[src/rtl/core/pfla_pkg.sv]
// ----------------------------------------------------------------------------
// pfla_pkg
// shared types and codes of the page free-list allocator
// ----------------------------------------------------------------------------
package pfla_pkg;

  // fixed field widths
  localparam int OP_W  = 3;
  localparam int IDX_W = 12;
  localparam int ST_W  = 3;
  localparam int PG_W  = 10;

  // request codes
  localparam logic [OP_W-1:0] OP_ALLOC   = 3'd0;
  localparam logic [OP_W-1:0] OP_DISPOSE = 3'd1;
  localparam logic [OP_W-1:0] OP_CHECK   = 3'd2;
  localparam logic [OP_W-1:0] OP_NEXT    = 3'd3;
  localparam logic [OP_W-1:0] OP_PREV    = 3'd4;

  // register index of the file-open control bit
  localparam logic REG_FILE_OPEN = 1'b0;

  typedef enum logic [ST_W-1:0] {
    ST_OK      = 3'd0,
    ST_CLOSED  = 3'd1,
    ST_INVALID = 3'd2,
    ST_FREE    = 3'd3,
    ST_NOTFND  = 3'd4,
    ST_NOROOM  = 3'd5
  } status_t;

  // step applied by the shared page-pointer unit
  typedef enum logic [1:0] {
    STEP_HOLD = 2'd0,
    STEP_INC  = 2'd1,
    STEP_DEC  = 2'd2
  } step_t;

  // compare results of the shared page-pointer unit
  typedef struct packed {
    logic in_file;   // 0 <= result < page count
    logic nonneg;    // result >= 0
    logic at_count;  // result == page count
  } alu_flags_t;

endpackage

[src/rtl/core/pfla_alu.sv]
// ----------------------------------------------------------------------------
// pfla_alu
// shared page-pointer unit: one increment/decrement and range compare
// ----------------------------------------------------------------------------
module pfla_alu
  import pfla_pkg::*;
#(
  parameter int SW = 13,
  parameter int CW = 11
) (
  input  logic signed [SW-1:0] operand,
  input  step_t                step,
  input  logic        [CW-1:0] count,
  output logic signed [SW-1:0] sum,
  output alu_flags_t           flags
);

  logic signed [SW-1:0] delta;
  logic signed [SW-1:0] cnt_s;

  always_comb begin
    case (step)
      STEP_INC: delta = SW'(signed'(2'sd1));
      STEP_DEC: delta = SW'(signed'(2'sb11));
      default:  delta = '0;
    endcase
  end

  assign cnt_s = signed'(SW'(count));
  assign sum   = operand + delta;

  assign flags.nonneg   = ~sum[SW-1];
  assign flags.in_file  = ~sum[SW-1] && (sum < cnt_s);
  assign flags.at_count = (sum == cnt_s);

endmodule

[config.mk]
export PLATFORM = sky130hd
export DESIGN_NAME = pfla_alu
export DESIGN_NICKNAME = d
export VERILOG_FILES = /design/src/rtl/core/pfla_pkg.sv /design/src/rtl/core/pfla_alu.sv
export SDC_FILE = /design/constraint.sdc
export NUM_CORES = 1
export LEC_CHECK = 0
export BUFFER_PORTS_ARGS = -buffer_cell sky130_fd_sc_hd__buf_2
export CORE_MARGIN = 2
export CORE_UTILIZATION = 35
export DETAILED_ROUTE_END_ITERATION = 10
export PLACE_DENSITY = 0.61
export RECOVER_POWER = 100
export REMOVE_ABC_BUFFERS = 1
export SLEW_MARGIN = 20
export SYNTH_ARGS = -nofsm -noshare
export SYNTH_HDL_FRONTEND = slang
export SYNTH_SLANG_ARGS = --single-unit
[constraint.sdc]
create_clock -name vclk -period 4.9
set_input_delay 0.735 -clock vclk [all_inputs]
set_output_delay 0.735 -clock vclk [all_outputs]
set_load 0.03 [all_outputs]
==> summary.md <==
Kind of start point of the critical path: a primary input. The number of gates resized after CTS was 0. Kind of critical path: primary input to primary output. The all-layer global routing usage was 15.33%.

VDD sags by at most 0.00005727 V. The tools report the number of nets in the layout as 232. The run gives 4.16 ns as the data required time of the worst path. Max-slew violation count: 0. The filler cells instantiated in the layout total 345.

Once detail routing completed, the nets flagged for antenna violations numbered 0. The via count of the first global-routing pass is 1099. Counting instances in the post-synthesis netlist gives the leading cell types as sky130_fd_sc_hd__inv_1, sky130_fd_sc_hd__ha_1, sky130_fd_sc_hd__o21ai_0. Cell internal power was estimated by the tool at 72.42 uW. The share of cells above drive strength 1 is 25.53%, and the slew at the pin closest to its max-slew limit is 0.4951 ns.

The net switching power is 122.1 uW, and the number of synthesis warnings is 0. For this run, the number of standard cells in the final layout without fillers is 232. The post-route total power is 194.5 uW. From bottom edge to top edge, the die measures 60.44 um. The per-instance average area after synthesis came out at 7.383 um2.

The first TritonRoute pass finished after 4 iterations. After synthesis, the cell types taking the most area are sky130_fd_sc_hd__ha_1, sky130_fd_sc_hd__xnor2_1, sky130_fd_sc_hd__o21ai_0, sky130_fd_sc_hd__inv_1, sky130_fd_sc_hd__xor2_1. For this run, the top clock speed supported by timing is 214.8 MHz. After detailed routing, the total wire length is 2775 um. The pre-CTS setup slack was 0.1584 ns; the number of port buffers was 42. The share of total power consumed by net switching is 62.78%, and the number of clock buffers in the layout is 0. The HPWL after detailed placement is 2336 um. The repair_antennas step left the layout with diodes totalling 0.

The wire length of the first global-routing pass was 4547 um; the sum of overflow across all layers after global routing was 0. The combinational share of power was 100.0%. The maximum fanout along the worst path came out at 5. For the worst setup path, the data arrival time is 3.92 ns.

The die covers 3652 um2. The class of the tightest hold or removal check was primary input to primary output. For the floorplan row count, the log shows 20. The number of instances in the synthesized netlist was 151. The most common cell in the synthesized netlist is sky130_fd_sc_hd__inv_1. The tool flagged a number of max-cap violations equal to 0.

The placed instance count is 228, and the standby leakage power is 0.0006368 uW. Detailed-route via count: 1223. The sequential cell fraction of total power was 0%; the cell area after technology mapping was 1115 um2. The sequential cell area was 0 um2. The logs give 0 for the initial antenna violation count and 30 for the maximum number of pins on one net before global-route repair. Using the TritonRoute via totals, the vias-per-cell ratio works out to 5.272. The wire length per cell after detailed routing is 11.96 um, and the tightest hold margin is 1.939 ns.

Floorplan die width: 60.44 um. Setup violations remaining at the end of the flow were counted as 0. The run finished with clean final reports.

In this run the tightest slew margin relative to its limit is 66.94%. The clock network accounts for 0% of the total power. The final-report hold violation count is 0, and the final critical-path share of the clock period is 95.02%. After the first detailed-routing iteration, the DRC count stood at 39. After detailed routing, the number of remaining DRC violations is 0. The last weighted congestion value of the routability-driven placer is 0.8049. sky130_fd_sc_hd__ha_1 takes more of the synthesized area than any other cell. For this run, the share of the core covered by cells in the final layout is 44.43%. Setup repair after global routing left no endpoint under its margin. The total area inside the core boundary comes to 3053 um2. The clock period could shrink to 4.656 ns. Sequential elements use 0% of the synthesized area.

The worst path meets setup with 0.2440 ns of slack. There are 0 flip-flops and latches. The capturing element type of the critical path was a primary output.

Yosys mapped the design onto 45 distinct sky130hd cell types. During I/O placement, the number of pins put on the boundary was 42. In this run the biggest area consumer among cell types represents 17.96% of the synthesized area. Compared with the post-synthesis result, the final layout area differs by 21.66%. The power density over the cells works out to 143.4 nW/um2. Once the floorplan was initialized, standard cells occupied 36.52% of the core.
## final cells by class
class              instances  area (um2)  share of cell area (%)
multi-input cells        123       996.0                   73.43
well taps                 44       55.05                   4.059
inverters                 17       63.81                   4.705
repair buffers            48       241.5                   17.80
## through the flow
step	instance area (um2)	setup TNS [ns]
detailed placement	1340	0
global placement	1340	0
global route	1356	0
floorplan	1060	-0.5435
CTS	1340	0
finish	1356	0
## logic make-up (layout without fill, tap and decap cells)
group,after synthesis,count (layout),share of synthesized area (%)
AOI/OAI and AO/OA,49,49,34.12
muxes,1,1,1.010
and+or+nand+nor,40,40,22.90
buffers and inverters,28,65,10.66
xor gates and xnor gates,17,17,13.36
adders and majority gates,16,16,17.96
## power groups by stage
stage               clock, uW  combinational, uW  sequential, uW
CTS                         0                196               0
global route                0                216               0
floorplan                   0                136               0
global placement            0                191               0
finish                      0                195               0
detailed placement          0                196               0
## layer usage
layer | global-route usage (%) | vias to the layer above | wire length, um
met4 | 0 | 0 | 0
met5 | 0 | - | 0
met1 | 20.15 | 552 | 1292
li1 | - | 644 | -
met2 | 29.81 | 27 | 1383
met3 | 0.2132 | 0 | 99
## repair_timing
item                       in CTS  in global routing
hold buffers                    0                  0
buffers inserted                0                  4
setup endpoints to repair       0                  1
## cell usage in the layout (no fill, tap or decap), types with 2 or more instances in the layout
cell type / instances
sky130_fd_sc_hd__xor2_1: 7
sky130_fd_sc_hd__a21o_1: 3
sky130_fd_sc_hd__nor2_1: 8
sky130_fd_sc_hd__o211ai_1: 3
sky130_fd_sc_hd__o31a_1: 2
sky130_fd_sc_hd__nor2b_1: 3
sky130_fd_sc_hd__buf_2: 30
sky130_fd_sc_hd__a32oi_1: 5
sky130_fd_sc_hd__and4b_1: 4
sky130_fd_sc_hd__nand2_1: 10
sky130_fd_sc_hd__buf_4: 5
sky130_fd_sc_hd__o21a_1: 2
sky130_fd_sc_hd__o31a_2: 2
sky130_fd_sc_hd__ha_1: 16
sky130_fd_sc_hd__or2_2: 2
sky130_fd_sc_hd__a21oi_1: 3
sky130_fd_sc_hd__inv_1: 17
sky130_fd_sc_hd__xnor2_1: 10
sky130_fd_sc_hd__clkbuf_1: 11
sky130_fd_sc_hd__nand4_1: 2
sky130_fd_sc_hd__o221ai_1: 4
sky130_fd_sc_hd__o21ai_0: 14
sky130_fd_sc_hd__o2111ai_1: 2
## worst max-delay path: stages
cell and delay, ns:
sky130_fd_sc_hd__buf_2 0.07, sky130_fd_sc_hd__inv_1 0.04, sky130_fd_sc_hd__ha_1 0.27, sky130_fd_sc_hd__inv_1 0.04
sky130_fd_sc_hd__ha_1 0.20, sky130_fd_sc_hd__ha_1 0.21, sky130_fd_sc_hd__and4bb_2 0.25, sky130_fd_sc_hd__a2111oi_4 0.46
sky130_fd_sc_hd__o21ai_0 0.22, sky130_fd_sc_hd__xnor2_1 0.27, sky130_fd_sc_hd__ha_1 0.29, sky130_fd_sc_hd__a21o_1 0.18
sky130_fd_sc_hd__a21o_1 0.16, sky130_fd_sc_hd__a21oi_1 0.13, sky130_fd_sc_hd__and4b_1 0.19, sky130_fd_sc_hd__clkbuf_2 0.20
## worst paths after layout
kind                        from        to  slack [ns]  depth (start not counted)
worst min-delay path  operand[5]    sum[5]        1.94                          3
worst max-delay path     step[0]  flags[2]        0.24                         16
No activity file was read; power rests on OpenSTA's default activity.
